**src/rtl/hprm_pkg.sv**
```systemverilog
// Shared types and constants for the heartbeat peak rate meter.
// No dependencies; imported by the interfaces, the divider, the top level and the checker.
`timescale 1ns / 1ps

package hprm_pkg;

    localparam int SAMPLE_BITS   = 12;
    localparam int TIME_BITS     = 16;
    localparam int OUT_BITS      = 16;
    localparam int CFG_DATA_BITS = 16;
    localparam int DIV_STEP_BITS = $clog2(OUT_BITS);

    typedef logic [SAMPLE_BITS-1:0] t_sample;
    typedef logic [TIME_BITS-1:0]   t_time;
    typedef logic [OUT_BITS-1:0]    t_word;

    localparam t_sample THRESHOLD_RESET    = t_sample'(2000);
    localparam t_time   MIN_INTERVAL_RESET = t_time'(600);
    localparam t_word   MS_PER_MINUTE      = t_word'(60000);

    // configuration register indexes
    typedef enum logic [0:0] {
        CFG_PEAK_LEVEL   = 1'b0,
        CFG_MIN_INTERVAL = 1'b1
    } t_cfg_addr;

    typedef enum logic [1:0] {
        S_IDLE,
        S_DIV,
        S_OUT
    } t_state;

endpackage

```
**src/rtl/hprm_in_if.sv**
```systemverilog
// Request channel of the heartbeat peak rate meter: sample, timestamp, restart.
// Depends on hprm_pkg.
`timescale 1ns / 1ps

interface hprm_in_if;
    import hprm_pkg::*;

    logic    valid;
    logic    ready;
    t_sample sample;
    t_time   time_ms;
    logic    restart;

    modport source (output valid, output sample, output time_ms, output restart, input ready);
    modport sink   (input valid, input sample, input time_ms, input restart, output ready);
endinterface

```
**src/rtl/hprm_out_if.sv**
```systemverilog
// Result channel of the heartbeat peak rate meter: bpm and beat interval.
// Depends on hprm_pkg.
`timescale 1ns / 1ps

interface hprm_out_if;
    import hprm_pkg::*;

    logic  valid;
    logic  ready;
    t_word bpm;
    t_word interval_ms;

    modport source (output valid, output bpm, output interval_ms, input ready);
    modport sink   (input valid, input bpm, input interval_ms, output ready);
endinterface

```
**src/rtl/heartbeat_peak_rate_meter.sv**
```systemverilog
// Top level of the heartbeat peak rate meter: peak window, beat timing, result register.
// Depends on hprm_pkg, hprm_in_if, hprm_out_if and hprm_div.
`timescale 1ns / 1ps

// Each request carries a 12-bit sample, a millisecond timestamp and a restart flag.
// A request that yields no beat result is accepted and the block stays ready.
// A beat that yields a result passes the window test, the bit-serial divider that
// forms 60000 / interval (one quotient bit per cycle), the divider's registered
// done flag and the load of the result register; the request side is held off for
// that time and for as long as an earlier result waits there.
// The user writes registers through the plain write port only while the block is
// idle; the block itself does not enforce this.
// Index 0 is the peak level (reset 2000), index 1 is min_interval_ms (reset 600).
module heartbeat_peak_rate_meter (
    input  logic                         i_clk,
    input  logic                         i_rst_n,
    input  logic                         i_cfg_we,
    input  hprm_pkg::t_cfg_addr          i_cfg_addr,
    input  logic [hprm_pkg::CFG_DATA_BITS-1:0] i_cfg_data,
    hprm_in_if.sink                      i_req,
    hprm_out_if.source                   o_rsp
);
    import hprm_pkg::*;

    t_state  r_state, n_state;
    t_sample r_threshold;
    t_time   r_min_interval;
    t_sample r_older;
    t_sample r_middle;
    logic [1:0] r_fill;
    t_time   r_last_beat;
    logic [1:0] r_beats;
    t_word   r_interval;
    logic    r_out_valid;
    t_word   r_out_bpm;
    t_word   r_out_ivl;

    logic    req_fire;
    logic    is_peak;
    t_time   interval;
    logic    is_beat;
    logic    has_result;
    logic    div_start;
    logic    div_done;
    t_word   div_quo;
    logic    out_load;

    assign req_fire = i_req.valid && i_req.ready;

    // window test on the incoming sample; the middle sample is the candidate
    assign is_peak = (r_fill == 2'd2) &&
                     (r_middle > r_older) &&
                     (r_middle > i_req.sample) &&
                     (r_middle > r_threshold) &&
                     (i_req.time_ms >= r_last_beat);
    assign interval   = i_req.time_ms - r_last_beat;
    assign is_beat    = is_peak && (interval > r_min_interval);
    assign has_result = req_fire && !i_req.restart && is_beat && (r_beats != 2'd0);

    always_comb begin
        n_state   = r_state;
        div_start = 1'b0;
        out_load  = 1'b0;
        unique case (r_state)
            S_IDLE: begin
                if (has_result) begin
                    div_start = 1'b1;
                    n_state   = S_DIV;
                end
            end
            S_DIV: begin
                if (div_done) begin
                    n_state = S_OUT;
                end
            end
            S_OUT: begin
                if (!r_out_valid || o_rsp.ready) begin
                    out_load = 1'b1;
                    n_state  = S_IDLE;
                end
            end
            default: n_state = S_IDLE;
        endcase
    end

    always_ff @(posedge i_clk) begin
        if (!i_rst_n) begin
            r_state <= S_IDLE;
        end else begin
            r_state <= n_state;
        end
    end

    // configuration registers
    always_ff @(posedge i_clk) begin
        if (!i_rst_n) begin
            r_threshold    <= THRESHOLD_RESET;
            r_min_interval <= MIN_INTERVAL_RESET;
        end else if (i_cfg_we) begin
            unique case (i_cfg_addr)
                CFG_PEAK_LEVEL:   r_threshold    <= i_cfg_data[SAMPLE_BITS-1:0];
                CFG_MIN_INTERVAL: r_min_interval <= i_cfg_data[TIME_BITS-1:0];
                default: ;
            endcase
        end
    end

    // sample window and beat state
    always_ff @(posedge i_clk) begin
        if (!i_rst_n) begin
            r_older     <= '0;
            r_middle    <= '0;
            r_fill      <= '0;
            r_last_beat <= '0;
            r_beats     <= '0;
        end else if (req_fire) begin
            if (i_req.restart) begin
                r_older     <= '0;
                r_middle    <= '0;
                r_fill      <= '0;
                r_last_beat <= '0;
                r_beats     <= '0;
            end else begin
                r_older  <= r_middle;
                r_middle <= i_req.sample;
                if (r_fill != 2'd2) begin
                    r_fill <= r_fill + 2'd1;
                end
                if (is_beat) begin
                    r_last_beat <= i_req.time_ms;
                    if (r_beats != 2'd2) begin
                        r_beats <= r_beats + 2'd1;
                    end
                end
            end
        end
    end

    always_ff @(posedge i_clk) begin
        if (div_start) begin
            r_interval <= interval;
        end
    end

    hprm_div u_div (
        .i_clk      (i_clk),
        .i_rst_n    (i_rst_n),
        .i_start    (div_start),
        .i_divisor  (interval),
        .o_done     (div_done),
        .o_quotient (div_quo)
    );

    // result register
    always_ff @(posedge i_clk) begin
        if (!i_rst_n) begin
            r_out_valid <= 1'b0;
        end else if (out_load) begin
            r_out_valid <= 1'b1;
        end else if (o_rsp.ready) begin
            r_out_valid <= 1'b0;
        end
        if (out_load) begin
            r_out_bpm <= div_quo;
            r_out_ivl <= r_interval;
        end
    end

    assign i_req.ready       = (r_state == S_IDLE);
    assign o_rsp.valid       = r_out_valid;
    assign o_rsp.bpm         = r_out_bpm;
    assign o_rsp.interval_ms = r_out_ivl;

endmodule

```
**src/rtl/hprm_div.sv**
```systemverilog
// Bit-serial restoring divider: 60000 / divisor, one quotient bit per cycle.
// Depends on hprm_pkg.
`timescale 1ns / 1ps

module hprm_div (
    input  logic                   i_clk,
    input  logic                   i_rst_n,
    input  logic                   i_start,
    input  logic [hprm_pkg::OUT_BITS-1:0] i_divisor,
    output logic                   o_done,
    output logic [hprm_pkg::OUT_BITS-1:0] o_quotient
);
    import hprm_pkg::*;

    logic                     r_busy, n_busy;
    logic [DIV_STEP_BITS-1:0] r_step, n_step;
    t_word                    r_rem, n_rem;
    t_word                    r_dvd, n_dvd;
    t_word                    r_quo, n_quo;
    t_word                    r_dsr, n_dsr;
    logic                     r_done, n_done;
    logic [OUT_BITS:0]        trial;
    logic [OUT_BITS:0]        diff;

    // shift next dividend bit into the partial remainder, subtract if it fits
    assign trial = {r_rem, r_dvd[OUT_BITS-1]};
    assign diff  = trial - {1'b0, r_dsr};

    always_comb begin
        n_busy = r_busy;
        n_step = r_step;
        n_rem  = r_rem;
        n_dvd  = r_dvd;
        n_quo  = r_quo;
        n_dsr  = r_dsr;
        n_done = 1'b0;
        if (i_start) begin
            n_busy = 1'b1;
            n_step = '0;
            n_rem  = '0;
            n_dvd  = MS_PER_MINUTE;
            n_quo  = '0;
            n_dsr  = i_divisor;
        end else if (r_busy) begin
            n_dvd = {r_dvd[OUT_BITS-2:0], 1'b0};
            if (!diff[OUT_BITS]) begin
                n_rem = diff[OUT_BITS-1:0];
                n_quo = {r_quo[OUT_BITS-2:0], 1'b1};
            end else begin
                n_rem = trial[OUT_BITS-1:0];
                n_quo = {r_quo[OUT_BITS-2:0], 1'b0};
            end
            n_step = r_step + 1'b1;
            if (r_step == DIV_STEP_BITS'(OUT_BITS - 1)) begin
                n_busy = 1'b0;
                n_done = 1'b1;
            end
        end
    end

    always_ff @(posedge i_clk) begin
        if (!i_rst_n) begin
            r_busy <= 1'b0;
            r_done <= 1'b0;
            r_step <= '0;
        end else begin
            r_busy <= n_busy;
            r_done <= n_done;
            r_step <= n_step;
        end
        r_rem <= n_rem;
        r_dvd <= n_dvd;
        r_quo <= n_quo;
        r_dsr <= n_dsr;
    end

    assign o_done     = r_done;
    assign o_quotient = r_quo;

endmodule

```
**src/flat_wrapper.sv**
```systemverilog
// flat-port wrapper written by rule: the top's interface ports become plain ports
module heartbeat_peak_rate_meter_flat import hprm_pkg::*;
  (i_clk, i_rst_n, i_cfg_we, i_cfg_addr, i_cfg_data, i_req_valid, i_req_sample, i_req_time_ms, i_req_restart, i_req_ready, o_rsp_valid, o_rsp_bpm, o_rsp_interval_ms, o_rsp_ready);
  hprm_in_if i_req_i ();
  hprm_out_if o_rsp_i ();
  input  logic i_clk;
  input  logic i_rst_n;
  input  logic i_cfg_we;
  input  hprm_pkg::t_cfg_addr i_cfg_addr;
  input  logic [hprm_pkg::CFG_DATA_BITS-1:0] i_cfg_data;
  input wire logic [$bits(i_req_i.valid)-1:0] i_req_valid;
  input wire logic [$bits(i_req_i.sample)-1:0] i_req_sample;
  input wire logic [$bits(i_req_i.time_ms)-1:0] i_req_time_ms;
  input wire logic [$bits(i_req_i.restart)-1:0] i_req_restart;
  output wire logic [$bits(i_req_i.ready)-1:0] i_req_ready;
  output wire logic [$bits(o_rsp_i.valid)-1:0] o_rsp_valid;
  output wire logic [$bits(o_rsp_i.bpm)-1:0] o_rsp_bpm;
  output wire logic [$bits(o_rsp_i.interval_ms)-1:0] o_rsp_interval_ms;
  input wire logic [$bits(o_rsp_i.ready)-1:0] o_rsp_ready;
  assign i_req_i.valid = i_req_valid;
  assign i_req_i.sample = i_req_sample;
  assign i_req_i.time_ms = i_req_time_ms;
  assign i_req_i.restart = i_req_restart;
  assign i_req_ready = i_req_i.ready;
  assign o_rsp_valid = o_rsp_i.valid;
  assign o_rsp_bpm = o_rsp_i.bpm;
  assign o_rsp_interval_ms = o_rsp_i.interval_ms;
  assign o_rsp_i.ready = o_rsp_ready;
  heartbeat_peak_rate_meter u_core (.i_clk(i_clk), .i_rst_n(i_rst_n), .i_cfg_we(i_cfg_we), .i_cfg_addr(i_cfg_addr), .i_cfg_data(i_cfg_data), .i_req(i_req_i), .o_rsp(o_rsp_i));
endmodule
```
**config.mk**
```make
export PLATFORM = sky130hd
export DESIGN_NAME = heartbeat_peak_rate_meter_flat
export DESIGN_NICKNAME = d
export VERILOG_FILES = /design/src/rtl/hprm_pkg.sv /design/src/rtl/hprm_in_if.sv /design/src/rtl/hprm_out_if.sv /design/src/rtl/heartbeat_peak_rate_meter.sv /design/src/rtl/hprm_div.sv /design/src/flat_wrapper.sv
export SDC_FILE = /design/constraint.sdc
export NUM_CORES = 1
export LEC_CHECK = 0
export BUFFER_PORTS_ARGS = -buffer_cell sky130_fd_sc_hd__buf_4
export CAP_MARGIN = 20
export CORE_ASPECT_RATIO = 0.5
export CORE_MARGIN = 5
export CORE_UTILIZATION = 40
export DETAILED_ROUTE_END_ITERATION = 10
export GPL_TIMING_DRIVEN = 0
export PLACE_DENSITY = 0.66
export SLEW_MARGIN = 15
export SYNTH_ARGS = -nofsm -noshare
export SYNTH_HDL_FRONTEND = slang
export SYNTH_SLANG_ARGS = --single-unit
```
**constraint.sdc**
```tcl
create_clock -name i_clk -period 12 [get_ports i_clk]
set_clock_uncertainty 0.1 [all_clocks]
set_input_delay 2.4 -clock i_clk [delete_from_list [all_inputs] [get_ports i_clk]]
set_output_delay 2.4 -clock i_clk [all_outputs]
set_load 0.01 [all_outputs]
```
# --- Yosys cells after proc, flatten, opt, wreduce, memory -nomap -nowiden ---
# Cells that the tools add are included.
# W data, S select, Z words.
totals:
  wordCells: 91
  register_bits: 172
  output_inout_bits: 34
  inputBits: 51
op_classes:
  magnitude_cmp: 5
  bitwise: 3
  n_reduce_logical: 26
  n_addsub: 5
  eq_ne: 9
  mux: 25
op_table:
  columns: ["operator", "count"]
  rows:
  - ["$mux W16", 3]
  - ["$gt A12 B12 Y1", 3]
  - ["$mux W12", 2]
  - ["$sub A17 B16 Y17", 1]
  - ["$ge A16 B16 Y1", 1]
  - ["$gt A16 B16 Y1", 1]
  - ["$mux W2", 8]
  - ["$sub A16 B16 Y16", 1]
  - ["$mux W1", 11]
  - ["$reduce_bool A2 Y1", 5]
  - ["$logic_and A1 B1 Y1", 9]
  - ["$ne A2 B2 Y1 const B", 4]
  - ["$reduce_and A2 Y1", 4]
  - ["$pmux W2 S3", 1]
  - ["$reduce_and A3 Y1", 2]
  - ["$add A2 B1 Y2 const B", 2]
  - ["$add A4 B1 Y4 const B", 1]
  - ["$eq A2 B2 Y1 const B", 2]
  - ["$eq A4 B4 Y1 const B", 1]
  - ["$not A1 Y1", 3]
  - ["$reduce_or A3 Y1", 1]
  - ["$eq A2 B1 Y1 const B", 1]
  - ["$logic_not A1 Y1", 2]
  - ["$logic_not A2 Y1", 1]
  - ["other kinds (3)", 3]

# --- Longest topological paths before layout ---
logic_depth:
  depth_word: 11
  mapped_depth: 22
  ltp_nobuf: 20

# --- By module ---
# From an unflattened synthesis, not the netlist that was laid out.
hier_totals:
  cells_unflattened: 1060
  area_unflattened_um2: 10133.5
by_module_without_submodules:
  columns: ["mod", "cells_per_inst", "area_each_um2", "seq_area_each_um2", "instances"]
  rows:
  - ["heartbeat_peak_rate_meter", 723, 6887.9, 2942.8, 1]
  - ["hprm_div", 337, 3245.6, 1461.4, 1]

# --- Least setup slack after synthesis ---
# Ideal clock, no wire load.
synth_path:
  kind: "input to register"
  startpoint: "input i_req_time_ms[0]"
  endpoint: "register u_core.r_interval[0], enable pin"
  t_required_ps: 11550
  arrival_ps: 5968
  setup_time_ps: 350
  path_buffers: 2
  slack_ps: 5583
  path_stages: 19
  path_cell_list: "inv_1 -> ha_1 -> fa_1 -> nor2b_1 -> o31ai_1 -> a221oi_1 -> o21a_1 -> o21ai_1 -> nand4_1 -> nand3_1 -> ha_1 -> nand3_1 -> or4_4 -> a21oi_2 -> a211oi_1 -> a211oi_2 -> and4_1 -> buf_2 -> buf_2"
synth_between:
  elab_chain_cells: 7
  elab_cells_between_ends: 9
  cone_classes: "1 x add/sub; 2 x order compare; 2 x mux; 4 x reduce/logical"
synth_rtl:
  columns: ["item", "line_no", "text"]
  rows:
  - ["start: declaration", "flat_wrapper.sv:13", "input wire logic [$bits(i_req_i.time_ms)-1:0] i_req_time_ms;"]
  - ["$sub A16 B16 Y16", "heartbeat_peak_rate_meter.sv:56", "assign interval = i_req.time_ms - r_last_beat;"]
  - ["named net u_core.interval[14]", "heartbeat_peak_rate_meter.sv:40", "t_time interval;"]
  - ["$gt A16 B16 Y1", "heartbeat_peak_rate_meter.sv:57", "assign is_beat = is_peak && (interval > r_min_interval);"]
  - ["$logic_and A1 B1 Y1", "heartbeat_peak_rate_meter.sv:57", null]
  - ["$logic_and A1 B1 Y1 (2 in a row)", "heartbeat_peak_rate_meter.sv:58", "assign has_result = req_fire && !i_req.restart && is_beat && (r_beats != 2'd0);"]
  - ["$mux W1", "heartbeat_peak_rate_meter.sv:66", "if (has_result) begin"]
  - ["$mux W1", "heartbeat_peak_rate_meter.sv:64", "unique case (r_state)"]
  - ["named net u_core.div_start", "heartbeat_peak_rate_meter.sv:43", "logic div_start;"]
  - ["end signal: assignment", "heartbeat_peak_rate_meter.sv:141", "r_interval <= interval;"]
  - ["end: declaration", "heartbeat_peak_rate_meter.sv:33", "t_word r_interval;"]
# The timed path passes the listed nets, and every way through them passes these cells.
# A chain may end at the register's enable or synchronous reset.

# --- Worst setup path after layout ---
layout_path:
  startpoint: "input i_req_time_ms[0]"
  endpoint: "register u_core.r_interval[12], enable pin"
# Same word-level chain as after synthesis.

==> impl_metrics.ini <==
[worst_setup_path]
criticalPathCategory = in2reg
path_max_fanout = 25
startpoint_type = primary input
cp.required_ns = 11.97
arrival_ns = 7.00
crit_start = i_req_time_ms[0]
r2r_start = u_core.r_last_beat[2]$_SDFFE_PN0P_
end_kind = flip-flop
reg2reg_depth = 19

[layout]
fillers = 2087
layout.cells.non_filler = 1380
layout.nets = 1208
synthToLayoutAreaGrowth_pct = 18.14
antennaDiodeCount = 0
layout-drive-gt1-share_pct = 13.61

[die]
die_area_um2 = 25990
rows = 38
start_util_pct = 41.32
die_w_um = 223.0
die_y_um = 116.5
core-area_um2 = 21970
io_pins = 85

[sta]
max_slew_margin_pct = 46.62
fmax_mhz = 142.2
final-setup-viol-count = 0
hold_viol = 0
rsz0062_at_grt = no
tightest_slew_ns = 0.7959
slew_violations = 0
finalCritPeriodShare_pct = 58.59
fin_crit_ns = 7.031
tns_ns = 0
hold-worst-slack_ns = 0.3483

[clocking]
postCtsSetupBuffers = 0
ctsLongestPathBuffers = 2
root_buffer = clkbuf_16
clock_latency_ns = 0.44
cts.clk_slew.worst_paths_ns = 0.08
htreeDepth = 4
post_cts_resized = 0
clkSinkCount = 172
cts_tree = done
cts-buffers-inserted = 17
ctsHoldBuffers = 0

[pwr]
combPwrFrac_pct = 9.2
ir_worst_vdd_v = 0.00007041
p_sw_share_pct = 27.10
power_frac_clock_pct = 43.4
p_int_mw = 0.9312
leakage_nw = 4.448
seq_power_share_pct = 47.5
power_density_nw_per_um2 = 119.1
power_switching_mw = 0.3462

[routing]
highest_layer = met4
via_per_inst = 5.235
dr.pass1.iters = 5
vias = 7224
drtIter0Drc = 428
drt_drc_violations_left = 0
dr_wl_met3_um = 900
wl_met1_um = 10120
wl_per_cell_um = 15.48
wl_met2_um = 10120
ant_nets = 0
wirelength_um = 21360

[synth]
synth-seq-area-share_pct = 43.23
synthFlopType = dfxtp_1
synth_area_um2 = 9076
yosys_warnings = 0
synth_edf_count = 48
synth_cells = 963
synth_async_sr_flop_share_pct = 0
ys_ff_latch = 172
syn_nets = 1104
syn_avg_cell_area_um2 = 9.425
synthDistinctLibCells = 70

[placement]
place_congestion = 0.9226
dp.cells = 1348
dp_hpwl_um = 16500
portBuffers = 84

[run]
cap_viol_max_count = 0

[worst_hold_path]
worstHoldStart = u_core.u_div.o_quotient[15]$_SDFFE_PP0P_
hold_class = reg2reg
holdPathStages = 0

[global_route]
gr-total-overflow = 0
track_usage_pct = 16.70
antenna_found_initial = 0
first_global_vias = 6922
grt_max_degree = 26
grt_pass1_wl_um = 34910

[outcome]
run_status = complete, no violations
cells by family (layout without fill, tap and decap cells):
group                    Yosys count  in the layout  synth area share (%)
AND/OR/NAND/NOR                  285            285                 15.47
AO/OA/AOI/OAI                    214            214                 16.25
flip-flops                       172            172                 43.23
buffers and inverters            143            260                 6.217
adder cells (fa/ha/maj)           90             90                 12.57
multiplexers                      38             38                 4.232
XOR/XNOR                          21             21                 2.027
worst paths after layout:
| check | end | slack, ns |
|---|---|---|
| setup reg to reg | u_core.r_interval[12]$_DFFE_PP_ | 6.73 |
| hold reg to reg | u_core.o_rsp.bpm[15]$_DFFE_PP_ | 0.35 |
| hold / removal | u_core.o_rsp.bpm[15]$_DFFE_PP_ | 0.35 |
| setup / recovery | u_core.r_interval[12]$_DFFE_PP_ | 4.97 |
final cells by class:
class                      instances  area, um2  share of cell area, %
timing repair buffer              85      658.1                  6.138
sequential                       172       3924                  36.59
buffer                            39      173.9                  1.622
inverter                         104      390.4                  3.641
clock inverter                    15      180.2                  1.680
clock buffer                      17      425.4                  3.967
tap                              300      375.4                  3.501
multi-input combinational        648       4596                  42.86
Yosys cell counts, drive strengths merged, types with 3 or more instances:
library cell / instances / area share [%]
dfxtp: 124 / 27
inv: 104 / 4.3
nor2: 90 / 3.7
ha: 88 / 12
a21oi: 77 / 4.3
nand2: 68 / 2.8
edfxtp: 48 / 16
mux2i: 38 / 4.2
clkbuf: 29 / 1.2
nor3: 27 / 1.5
a21o: 22 / 1.8
nand4: 21 / 1.4
a211oi: 19 / 1.6
o211ai: 18 / 1.5
o21ai: 18 / 0.99
a32o: 16 / 1.9
nor3b: 14 / 1.2
xnor2: 13 / 1.3
nand3: 11 / 0.66
nor2b: 11 / 0.76
buf: 10 / 0.72
o21a: 10 / 0.83
nand2b: 9 / 0.62
nor4: 8 / 0.72
xor2: 8 / 0.77
a31oi: 6 / 0.48
a21boi: 4 / 0.33
and2: 4 / 0.28
and3: 4 / 0.28
or2: 4 / 0.28
or3: 4 / 0.28
o31ai: 3 / 0.25
layer usage:
| layer | vias to the layer above | track usage [%] |
|---|---|---|
| met3 | 16 | 3.591 |
| met5 | - | 0 |
| met2 | 140 | 28.68 |
| met1 | 3432 | 21.86 |
| li1 | 3636 | - |
| met4 | 0 | 4.119 |
stage by stage:
| step | power [mW] | util, % | worst slack [ns] | cell area, um2 |
|---|---|---|---|---|
| final | 1.277 | 48.82 | 4.969 | 10720 |
| after global routing | 1.329 | 48.82 | 4.640 | 10720 |
| after CTS | 1.287 | 48.82 | 5.005 | 10720 |
| after detailed placement | 0.7349 | 46.06 | 4.579 | 10120 |
| after global placement | 0.7308 | 45.90 | 4.643 | 10080 |
| after floorplan | 0.6920 | - | 5.583 | 9076 |
cell usage in the layout, fill, tap and decap left out, drive strengths merged, types with 6 or more instances in the layout:
cell / netlist / layout
o21a: 10 / 10
a21oi: 77 / 77
nand2b: 9 / 9
buf: 10 / 95
clkbuf: 29 / 46
xor2: 8 / 8
dfxtp: 124 / 124
nor2: 90 / 90
o211ai: 18 / 18
a31oi: 6 / 6
a211oi: 19 / 19
nor2b: 11 / 11
edfxtp: 48 / 48
nor3b: 14 / 14
inv: 104 / 110
clkinv: 0 / 9
mux2i: 38 / 38
nand4: 21 / 21
xnor2: 13 / 13
a21o: 22 / 22
nand3: 11 / 11
nor4: 8 / 8
o21ai: 18 / 18
ha: 88 / 88
nand2: 68 / 68
a32o: 16 / 16
nor3: 27 / 27
state kept, by name, summed over array words and instances (netlist names):
register / cells
u_core.o_rsp.bpm: 16
u_core.o_rsp.interval_ms: 16
u_core.r_interval: 16
u_core.r_last_beat: 16
u_core.r_min_interval: 16
u_core.u_div.o_quotient: 16
u_core.u_div.r_rem: 16
u_core.r_middle: 12
u_core.r_older: 12
u_core.r_threshold: 12
u_core.u_div.r_dvd: 11
u_core.u_div.r_step: 4
u_core.r_beats: 2
u_core.r_fill: 2
u_core.r_state: 2
u_core.o_rsp.valid: 1
u_core.u_div.o_done: 1
u_core.u_div.r_busy: 1
critical path, cell delays in order:
cell,delay [ns]
buf_4,0.09
inv_1,0.04
ha_1,0.21
fa_1,0.40
nor2b_1,0.17
o31ai_1,0.15
a221oi_1,0.39
o21a_1,0.19
o21ai_1,0.09
nand2_1,0.12
xor2_1,0.40
ha_1,0.21
nand3_1,0.13
or4_4,0.55
a21oi_2,0.15
a211oi_1,0.09
a211oi_2,0.27
and4_1,0.24
buf_2,0.20
buf_2,0.51
power groups by stage:
| stage | Sequential (mW) | Clock (mW) | Combinational, mW |
|---|---|---|---|
| floorplan | 0.618 | 0 | 0.0740 |
| global placement | 0.620 | 0 | 0.111 |
| detailed placement | 0.620 | 0 | 0.115 |
| CTS | 0.606 | 0.565 | 0.116 |
| global route | 0.607 | 0.590 | 0.132 |
| finish | 0.606 | 0.554 | 0.117 |
(Power assumes the default switching activity.)
